===== config.mk =====
export PLATFORM = sky130hd
export DESIGN_NAME = deadline_ordered_timer_queue
export DESIGN_NICKNAME = d
export VERILOG_FILES = /design/src/rtl/dotq_pkg.sv /design/src/rtl/dotq_ram.sv /design/src/rtl/dotq_ctrl.sv /design/src/rtl/dotq_dp.sv /design/src/rtl/deadline_ordered_timer_queue.sv
export SDC_FILE = /design/constraint.sdc
export NUM_CORES = 2
export LEC_CHECK = 0
export BUFFER_PORTS_ARGS = -buffer_cell sky130_fd_sc_hd__buf_2
export CAP_MARGIN = 20
export CORE_UTILIZATION = 50
export DETAILED_ROUTE_END_ITERATION = 6
export PLACE_DENSITY_LB_ADDON = 0.12
export SYNTH_ARGS = -nofsm -noshare
export SYNTH_HDL_FRONTEND = slang
export SYNTH_SLANG_ARGS = --single-unit

===== constraint.sdc =====
create_clock -name clk -period 16.45 [get_ports clk]
set_clock_uncertainty 0.1 [all_clocks]
set_input_delay 1.645 -clock clk [delete_from_list [all_inputs] [get_ports clk]]
set_output_delay 1.645 -clock clk [all_outputs]
set_load 0.005 [all_outputs]

===== src/rtl/dotq_pkg.sv =====
// shared types, constants and codes for the deadline ordered timer queue
// no dependencies
package dotq_pkg;

  localparam int QUEUE_DEPTH = 16;
  localparam int TIME_BITS   = 48;
  localparam int ID_BITS     = 8;

  localparam int ADDR_BITS   = (QUEUE_DEPTH > 1) ? $clog2(QUEUE_DEPTH) : 1;
  localparam int RAM_DEPTH   = 2 ** ADDR_BITS;
  localparam int COUNT_BITS  = $clog2(QUEUE_DEPTH + 1);
  localparam int ENTRY_BITS  = TIME_BITS + ID_BITS;
  localparam int DATA_BITS   = ((ENTRY_BITS + 7) / 8) * 8;

  localparam int CMD_BITS    = 2;
  localparam int KIND_BITS   = 2;

  localparam logic [TIME_BITS-1:0] TIME_MAX = '1;

  localparam logic [CMD_BITS-1:0] CMD_INSERT_ABS = 2'd0;
  localparam logic [CMD_BITS-1:0] CMD_INSERT_REL = 2'd1;
  localparam logic [CMD_BITS-1:0] CMD_TICK       = 2'd2;

  localparam logic [KIND_BITS-1:0] KIND_ACCEPTED = 2'd0;
  localparam logic [KIND_BITS-1:0] KIND_REFUSED  = 2'd1;
  localparam logic [KIND_BITS-1:0] KIND_FIRED    = 2'd2;

  typedef struct packed {
    logic [TIME_BITS-1:0] deadline;
    logic [ID_BITS-1:0]   callback;
  } entry_t;

  typedef enum logic [3:0] {
    ST_IDLE,
    ST_DECODE,
    ST_INS_READ,
    ST_INS_CMP,
    ST_INS_PUT,
    ST_INS_DONE,
    ST_INS_FULL,
    ST_TICK_HEAD,
    ST_TICK_NEXT,
    ST_TICK_LOOK
  } dotq_state_t;

  typedef enum logic {
    RD_BASE,
    RD_PREV
  } rd_sel_t;

  typedef struct packed {
    logic                 accept;
    logic                 calc_insert;
    logic                 tick_time;
    logic                 rd_en;
    rd_sel_t              rd_sel;
    logic                 wr_en;
    logic                 wr_new;
    logic                 j_load;
    logic                 j_dec;
    logic                 count_inc;
    logic                 pend_load;
    logic                 pop;
    logic                 out_load;
    logic [KIND_BITS-1:0] out_kind;
    logic                 out_last;
  } dotq_ctl_t;

  typedef struct packed {
    logic [CMD_BITS-1:0] command;
    logic                full;
    logic                empty;
    logic                j_one;
    logic                greater;
    logic                due;
    logic                same;
    logic                slot_free;
  } dotq_stat_t;

endpackage


===== src/rtl/dotq_ram.sv =====
// generic single write port, single read port ram with registered read
// no dependencies
module dotq_ram #(
  parameter int WIDTH = 8,
  parameter int DEPTH = 16
) (
  input  logic                                        clk,
  input  logic                                        wr_en,
  input  logic [((DEPTH > 1) ? $clog2(DEPTH) : 1)-1:0] wr_addr,
  input  logic [WIDTH-1:0]                            wr_data,
  input  logic                                        rd_en,
  input  logic [((DEPTH > 1) ? $clog2(DEPTH) : 1)-1:0] rd_addr,
  output logic [WIDTH-1:0]                            rd_data
);

  logic [WIDTH-1:0] mem [DEPTH];

  always_ff @(posedge clk) begin
    if (wr_en) begin
      mem[wr_addr] <= wr_data;
    end
    if (rd_en) begin
      rd_data <= mem[rd_addr];
    end
  end

endmodule


===== src/rtl/dotq_ctrl.sv =====
// controller state machine of the timer queue
// depends on dotq_pkg
module dotq_ctrl (
  input  logic                 clk,
  input  logic                 rst,
  input  logic                 s_tvalid,
  output logic                 s_tready,
  input  dotq_pkg::dotq_stat_t stat,
  output dotq_pkg::dotq_ctl_t  ctl
);
  import dotq_pkg::*;

  dotq_state_t state;
  dotq_state_t state_next;
  logic        more;

  assign more = !stat.empty && stat.same;

  always_ff @(posedge clk) begin
    if (rst) begin
      state <= ST_IDLE;
    end else begin
      state <= state_next;
    end
  end

  always_comb begin
    state_next = state;
    unique case (state)
      ST_IDLE: begin
        if (s_tvalid) state_next = ST_DECODE;
      end
      ST_DECODE: begin
        priority if (stat.command == CMD_INSERT_ABS || stat.command == CMD_INSERT_REL) begin
          priority if (stat.full) state_next = ST_INS_FULL;
          else if (stat.empty)    state_next = ST_INS_PUT;
          else                    state_next = ST_INS_READ;
        end else if (stat.command == CMD_TICK) begin
          state_next = stat.empty ? ST_IDLE : ST_TICK_HEAD;
        end else begin
          state_next = ST_IDLE;
        end
      end
      ST_INS_READ: state_next = ST_INS_CMP;
      ST_INS_CMP: begin
        priority if (!stat.greater) state_next = ST_INS_DONE;
        else if (stat.j_one)        state_next = ST_INS_PUT;
        else                        state_next = ST_INS_READ;
      end
      ST_INS_PUT: state_next = ST_INS_DONE;
      ST_INS_DONE, ST_INS_FULL: begin
        if (stat.slot_free) state_next = ST_IDLE;
      end
      ST_TICK_HEAD: state_next = stat.due ? ST_TICK_NEXT : ST_IDLE;
      ST_TICK_NEXT: state_next = ST_TICK_LOOK;
      ST_TICK_LOOK: begin
        if (stat.slot_free) state_next = more ? ST_TICK_NEXT : ST_IDLE;
      end
      default: state_next = ST_IDLE;
    endcase
  end

  always_comb begin
    ctl          = '0;
    ctl.rd_sel   = RD_BASE;
    ctl.out_kind = KIND_ACCEPTED;
    s_tready     = 1'b0;
    unique case (state)
      ST_IDLE: begin
        s_tready   = 1'b1;
        ctl.accept = s_tvalid;
      end
      ST_DECODE: begin
        priority if (stat.command == CMD_INSERT_ABS || stat.command == CMD_INSERT_REL) begin
          ctl.calc_insert = 1'b1;
          ctl.j_load      = 1'b1;
        end else if (stat.command == CMD_TICK) begin
          ctl.tick_time = 1'b1;
          ctl.rd_en     = !stat.empty;
        end else begin
          ctl.accept = 1'b0;
        end
      end
      ST_INS_READ: begin
        ctl.rd_en  = 1'b1;
        ctl.rd_sel = RD_PREV;
      end
      ST_INS_CMP: begin
        ctl.wr_en = 1'b1;
        if (stat.greater) begin
          ctl.j_dec = 1'b1;
        end else begin
          ctl.wr_new    = 1'b1;
          ctl.count_inc = 1'b1;
        end
      end
      ST_INS_PUT: begin
        ctl.wr_en     = 1'b1;
        ctl.wr_new    = 1'b1;
        ctl.count_inc = 1'b1;
      end
      ST_INS_DONE: begin
        ctl.out_load = stat.slot_free;
        ctl.out_kind = KIND_ACCEPTED;
        ctl.out_last = 1'b1;
      end
      ST_INS_FULL: begin
        ctl.out_load = stat.slot_free;
        ctl.out_kind = KIND_REFUSED;
        ctl.out_last = 1'b1;
      end
      ST_TICK_HEAD: begin
        ctl.pend_load = stat.due;
        ctl.pop       = stat.due;
      end
      ST_TICK_NEXT: begin
        ctl.rd_en = !stat.empty;
      end
      ST_TICK_LOOK: begin
        ctl.out_load  = stat.slot_free;
        ctl.out_kind  = KIND_FIRED;
        ctl.out_last  = !more;
        ctl.pend_load = stat.slot_free && more;
        ctl.pop       = stat.slot_free && more;
      end
      default: begin
        ctl.accept = 1'b0;
      end
    endcase
  end

endmodule


===== src/rtl/dotq_dp.sv =====
// datapath of the timer queue: input latch, time counter, circular entry table,
// sorted insert shifting, fired group tracking and the output word register
// depends on dotq_pkg and dotq_ram
module dotq_dp (
  input  logic                               clk,
  input  logic                               rst,
  input  logic [dotq_pkg::DATA_BITS-1:0]     s_tdata,
  input  logic [dotq_pkg::CMD_BITS-1:0]      s_tuser,
  output logic                               m_tvalid,
  input  logic                               m_tready,
  output logic [dotq_pkg::DATA_BITS-1:0]     m_tdata,
  output logic [dotq_pkg::KIND_BITS-1:0]     m_tuser,
  output logic                               m_tlast,
  input  dotq_pkg::dotq_ctl_t                ctl,
  output dotq_pkg::dotq_stat_t               stat
);
  import dotq_pkg::*;

  logic [CMD_BITS-1:0]   in_command;
  logic [TIME_BITS-1:0]  in_time;
  logic [ID_BITS-1:0]    in_id;
  logic [TIME_BITS-1:0]  new_dl;
  logic [TIME_BITS-1:0]  current_time;
  logic [COUNT_BITS-1:0] count;
  logic [ADDR_BITS-1:0]  base;
  logic [ADDR_BITS-1:0]  j;
  entry_t                pend;
  logic [TIME_BITS-1:0]  head;
  logic [TIME_BITS:0]    sum;
  logic [TIME_BITS-1:0]  sum_sat;

  logic                  rd_en;
  logic [ADDR_BITS-1:0]  rd_addr;
  logic [ADDR_BITS-1:0]  wr_addr;
  entry_t                wr_data;
  entry_t                rd_data;

  logic [ID_BITS-1:0]    out_id;
  logic [TIME_BITS-1:0]  out_dl;

  // input word latch
  always_ff @(posedge clk) begin
    if (ctl.accept) begin
      in_command <= s_tuser;
      in_time    <= s_tdata[TIME_BITS-1:0];
      in_id      <= s_tdata[ENTRY_BITS-1:TIME_BITS];
    end
  end

  // deadline of an insert, delay saturates
  assign sum     = {1'b0, current_time} + {1'b0, in_time};
  assign sum_sat = sum[TIME_BITS] ? TIME_MAX : sum[TIME_BITS-1:0];

  always_ff @(posedge clk) begin
    if (ctl.calc_insert) begin
      new_dl <= (in_command == CMD_INSERT_ABS) ? in_time : sum_sat;
    end
  end

  always_ff @(posedge clk) begin
    if (rst) begin
      current_time <= '0;
    end else if (ctl.tick_time && current_time != TIME_MAX) begin
      current_time <= current_time + TIME_BITS'(1);
    end
  end

  // occupancy and head pointer of the circular table
  always_ff @(posedge clk) begin
    if (rst) begin
      count <= '0;
      base  <= '0;
    end else if (ctl.count_inc) begin
      count <= count + COUNT_BITS'(1);
    end else if (ctl.pop) begin
      count <= count - COUNT_BITS'(1);
      base  <= base + ADDR_BITS'(1);
    end
  end

  always_ff @(posedge clk) begin
    if (ctl.j_load) begin
      j <= count[ADDR_BITS-1:0];
    end else if (ctl.j_dec) begin
      j <= j - ADDR_BITS'(1);
    end
  end

  assign rd_en   = ctl.rd_en;
  assign rd_addr = (ctl.rd_sel == RD_BASE) ? base : base + j - ADDR_BITS'(1);
  assign wr_addr = base + j;
  assign wr_data = ctl.wr_new ? entry_t'{deadline: new_dl, callback: in_id} : rd_data;

  dotq_ram #(
    .WIDTH (ENTRY_BITS),
    .DEPTH (RAM_DEPTH)
  ) u_table (
    .clk     (clk),
    .wr_en   (ctl.wr_en),
    .wr_addr (wr_addr),
    .wr_data (wr_data),
    .rd_en   (rd_en),
    .rd_addr (rd_addr),
    .rd_data (rd_data)
  );

  // entry waiting to fire and the deadline of its group
  always_ff @(posedge clk) begin
    if (ctl.pend_load) begin
      pend <= rd_data;
      head <= rd_data.deadline;
    end
  end

  // output word register
  always_ff @(posedge clk) begin
    if (rst) begin
      m_tvalid <= 1'b0;
    end else if (ctl.out_load) begin
      m_tvalid <= 1'b1;
    end else if (m_tready) begin
      m_tvalid <= 1'b0;
    end
  end

  always_ff @(posedge clk) begin
    if (ctl.out_load) begin
      m_tuser <= ctl.out_kind;
      m_tlast <= ctl.out_last;
      if (ctl.out_kind == KIND_FIRED) begin
        out_id <= pend.callback;
        out_dl <= head;
      end else begin
        out_id <= in_id;
        out_dl <= new_dl;
      end
    end
  end

  assign m_tdata = DATA_BITS'({out_dl, out_id});

  assign stat.command   = in_command;
  assign stat.full      = (count == COUNT_BITS'(QUEUE_DEPTH));
  assign stat.empty     = (count == '0);
  assign stat.j_one     = (j == ADDR_BITS'(1));
  assign stat.greater   = (rd_data.deadline > new_dl);
  assign stat.due       = (rd_data.deadline <= current_time);
  assign stat.same      = (rd_data.deadline == head);
  assign stat.slot_free = !m_tvalid || m_tready;

endmodule


===== src/rtl/deadline_ordered_timer_queue.sv =====
// top level of the deadline ordered timer queue
// depends on dotq_pkg, dotq_ctrl, dotq_dp
//
// The slave channel takes one command word at a time: s_tuser selects insert at
// an absolute deadline, insert after a delay, or tick; s_tdata carries the time
// value and the callback id. The master channel returns result words: m_tuser
// gives the kind (insert accepted, insert refused, alarm fired), m_tdata the id
// and the deadline, m_tlast marks the final word caused by a command.
// A refused insert passes the decode and full states. An accepted insert on an
// empty table writes the new entry directly; otherwise a sorted shift walks down
// from the tail, reading each stored entry and moving it up one slot while it is
// later than the new deadline, then writes the new entry into the freed slot. A
// tick on an empty table only advances the time; otherwise it reads the head and,
// if it is due, emits one word for each entry of the group of equal earliest deadlines.
// A new command is taken only after the previous one has finished.
// The result sits in an output register, so the block goes back to idle while
// the last word waits; a stalled receiver holds the emitting sequence until
// the register frees. Reset empties the table and sets the time to zero at once.
module deadline_ordered_timer_queue (
  input  logic                           clk,
  input  logic                           rst,
  input  logic                           s_tvalid,
  output logic                           s_tready,
  input  logic [dotq_pkg::DATA_BITS-1:0] s_tdata,   // time_value, callback_id
  input  logic [dotq_pkg::CMD_BITS-1:0]  s_tuser,   // command
  output logic                           m_tvalid,
  input  logic                           m_tready,
  output logic [dotq_pkg::DATA_BITS-1:0] m_tdata,   // callback_id, deadline
  output logic [dotq_pkg::KIND_BITS-1:0] m_tuser,   // kind
  output logic                           m_tlast
);
  import dotq_pkg::*;

  dotq_ctl_t  ctl;
  dotq_stat_t stat;

  dotq_ctrl u_ctrl (
    .clk      (clk),
    .rst      (rst),
    .s_tvalid (s_tvalid),
    .s_tready (s_tready),
    .stat     (stat),
    .ctl      (ctl)
  );

  dotq_dp u_dp (
    .clk      (clk),
    .rst      (rst),
    .s_tdata  (s_tdata),
    .s_tuser  (s_tuser),
    .m_tvalid (m_tvalid),
    .m_tready (m_tready),
    .m_tdata  (m_tdata),
    .m_tuser  (m_tuser),
    .m_tlast  (m_tlast),
    .ctl      (ctl),
    .stat     (stat)
  );

  a_no_insert_when_full: assert property (@(posedge clk) disable iff (rst)
    ctl.count_inc |-> !stat.full)
    else $error("entry added to a full table");

  a_no_pop_when_empty: assert property (@(posedge clk) disable iff (rst)
    ctl.pop |-> !stat.empty)
    else $error("entry removed from an empty table");

  a_no_word_overwrite: assert property (@(posedge clk) disable iff (rst)
    ctl.out_load |-> stat.slot_free)
    else $error("output word overwritten before taken");

  a_busy_while_emitting: assert property (@(posedge clk) disable iff (rst)
    ctl.out_load |-> !s_tready)
    else $error("command taken while a result is produced");

endmodule

==> results.yml <==
floorplan:
  core_area_um2: 105000
  num_io_pins: 123
  die_area_um2: 108000
  fp.dieH_um: 328
  initial_core_util: 0.504
  die_x_um: 328
  num_rows: 119
logic_synthesis:
  yosysUniqueCellTypes: 76
  syn_inst: 3241
  syn_nets: 3465
  synth_ff_type: "edfxtp_1"
  ys_seq_area_frac: 0.689
  synth_edf_count: 1177
  syn-mean-instance-area_um2: 16.4
  synth_area_um2: 53100
  yosysWarnings: 0
  synth-seq-cells: 1239
  async_flop_share: 0
drt:
  post_drt_wl_per_cell_um: 27.2
  route.detailed.drc: 0
  vias_per_cell: 6.07
  via_count: 30000
  ant_nets: 0
  drt_first_iter_violations: 2575
  first_pass_iters: 7
  wl_um: 135000
power_and_ir_drop:
  internal_power_mw: 5.97
  combPwrFrac: 0.154
  p_sw_frac: 0.265
  p_per_area_nw_per_um2: 135
  peakVddDrop_mv: 0.101
  power.share.sequential: 0.492
  p_switching_mw: 2.15
  power.leakage_nw: 20.8
  p_clk_frac: 0.353
sta:
  setup_viol: 0
  tightest_slew_ns: 1.12
  grt_setup_unrepaired: "no"
  fmax_mhz: 157
  finalCritPeriodShare: 0.387
  period_needed_ns: 6.37
  hold_violations: 0
  setup_tns_ns: 0
  slew_viol_final: 0
  relSlewSlack: 0.248
  holdWs_ns: 0.355
placed_design:
  io_buffers: 122
  place_inst: 4716
  gp_congestion: 0.921
  hpwlAfterDp_um: 82400
cts:
  path_clk_slew_ns: 0.06
  cts_sinks: 1239
  cts_hold_buffers: 0
  numCtsBuffers: 133
  clk_path_buf_depth: 3
  insertion_delay_ns: 0.74
  cts_resized: 0
  root_buffer: "clkbuf_16"
  cts_max_level: 4
  tritoncts: "built"
  post_cts_buffers: 0
setup_path:
  timing.rr.end: "u_dp.u_table.rd_data[42]$_DFFE_PP_"
  r2r_start: "u_dp.j[0]$_DFFE_PP_"
  end_kind: "flip-flop"
  rrSetupSlack_ns: 10.08
  start_kind: "flip-flop"
  path_class: "flip-flop to flip-flop"
  critPathMaxFanout: 61
  critPathArrivalTime_ns: 6.71
  reg2reg_depth: 14
  critPathRequiredTime_ns: 16.79
  cp-startpoint: "u_dp.j[0]$_DFFE_PP_"
run:
  max_cap_viol_count: 0
final_layout:
  synthToLayoutAreaGrowth_pct: 13.1
  final_nets: 3684
  stdcell_count: 4952
  drive_above_1_share: 0.194
  fillers: 7955
  multiInputGateArea_um2: 15700
  layout_common_cells: "1177 x edfxtp_1, 224 x mux4_2, 180 x nand2_1, 160 x a21oi_1, 159 x ha_1"
  layout_commonest_cell: "edfxtp_1"
  regArea_um2: 36600
hold_path:
  hold_end: "u_dp.pend[3]$_DFFE_PP_"
  hold_depth: 0
  hold_path_startpoint: "u_dp.u_table.rd_data[3]$_DFFE_PP_"
  hp-class: "flip-flop to flip-flop"
grt:
  grt_pass1_vias: 30400
  grt_max_degree: 104
  antenna_found_initial: 2
  globalRouteOverflowTotal: 0
  grtUsageTotal: 0.254
  grt_pass1_wl_um: 199000
run_status:
  status: "completed"
-- critical path, stage by stage, from the launching register on --
cell	delay [ns]
edfxtp_1	0.47
ha_1	0.27
fa_1	0.60
inv_1	0.12
ha_1	0.21
xnor2_1	0.16
nor2_1	0.08
a21oi_4	0.77
buf_4	0.86
buf_4	0.86
buf_4	0.58
mux4_2	0.38
nor2b_1	0.14
a211oi_1	0.28
a21oi_1	0.06
-- metrics by stage --
stage / power, mW / setup slack [ns] / area (um2) / util
4_1_cts: 8.17 / 10.00 / 60100 / 0.571
3_3_place_gp: 5.26 / 10.16 / 55900 / 0.531
5_1_grt: 8.42 / 9.73 / 60100 / 0.571
6_report: 8.12 / 10.08 / 60100 / 0.571
3_5_place_dp: 5.31 / 10.03 / 55900 / 0.531
2_1_floorplan: 4.79 / 10.85 / 53100 / -
-- per-layer routing --
metal / GRT usage / up-vias / routed length, um
li1: - / 13200 / -
met1: 0.355 / 15600 / 57300
met2: 0.408 / 1056 / 65100
met3: 0.0389 / 185 / 8450
met4: 0.0844 / 0 / 3820
met5: 0 / - / 0
-- cells in the mapped netlist (51+ instances only) --
cell / number / area (um2)
edfxtp_1: 1177 / 35300
mux4_2: 224 / 5040
nand2_1: 180 / 676
a21oi_1: 164 / 821
ha_1: 159 / 1990
o21ai_0: 147 / 736
nor2_1: 130 / 488
inv_1: 128 / 480
xnor2_1: 117 / 1020
clkbuf_1: 97 / 364
nor2b_1: 68 / 425
a211oi_1: 65 / 488
dfxtp_1: 62 / 1240
mux2i_1: 62 / 621
a21o_1: 51 / 383
-- kinds of logic (layout without fill, tap and decap cells) --
logic type / count (synthesis) / after routing / synth area share
fa+ha+maj: 162 / 162 / 0.0386
compound gates: 565 / 565 / 0.0675
mux: 306 / 306 / 0.111
simple gates: 564 / 564 / 0.0515
xor+xnor: 140 / 140 / 0.0231
buf+inv: 265 / 584 / 0.0195
flops: 1239 / 1239 / 0.689
other cells: 0 / 1 / 0
-- power by group through the flow --
stage	Sequential, mW	Combinational (mW)	Clock, mW
final	4.00	1.25	2.87
after global routing	4.01	1.37	3.04
after CTS	4.00	1.26	2.91
after detailed placement	4.06	1.25	0
after global placement	4.06	1.20	0
after floorplan	4.02	0.768	0
-- flip-flops by register name (all words and copies together) (netlist names) --
name                  cells
u_ctrl.state              4
u_dp.base                 4
u_dp.head                48
u_dp.u_table.mem        896
u_dp.in_command           2
u_dp.count                5
u_dp.u_table.rd_data     56
u_dp.pend                 8
u_dp.in_time             48
u_dp.out_id               8
u_dp.m_tvalid             1
u_dp.new_dl              48
u_dp.in_id                8
u_dp.out_dl              48
u_dp.m_tuser              2
u_dp.current_time        48
u_dp.m_tlast              1
u_dp.j                    4
-- worst max path at each step --
stage	endpoint	depth (start not counted)
floorplan	u_dp.u_table.rd_data[0]$_DFFE_PP_	5
global placement	u_dp.u_table.rd_data[55]$_DFFE_PP_	14
detailed placement	u_dp.u_table.rd_data[24]$_DFFE_PP_	14
CTS	u_dp.u_table.rd_data[42]$_DFFE_PP_	14
global route	u_dp.u_table.rd_data[51]$_DFFE_PP_	14
finish	u_dp.u_table.rd_data[42]$_DFFE_PP_	14
-- area by class of cell --
type / instances / area share
inverter: 128 / 0.00800
clock inverter: 57 / 0.00779
timing repair buffer: 221 / 0.0229
tap: 1391 / 0.0290
sequential: 1239 / 0.609
antenna: 1 / 0.0000417
clock buffer: 178 / 0.0617
multi-input combinational: 1737 / 0.262
Note: power is estimated with default switching activity, not from simulation.
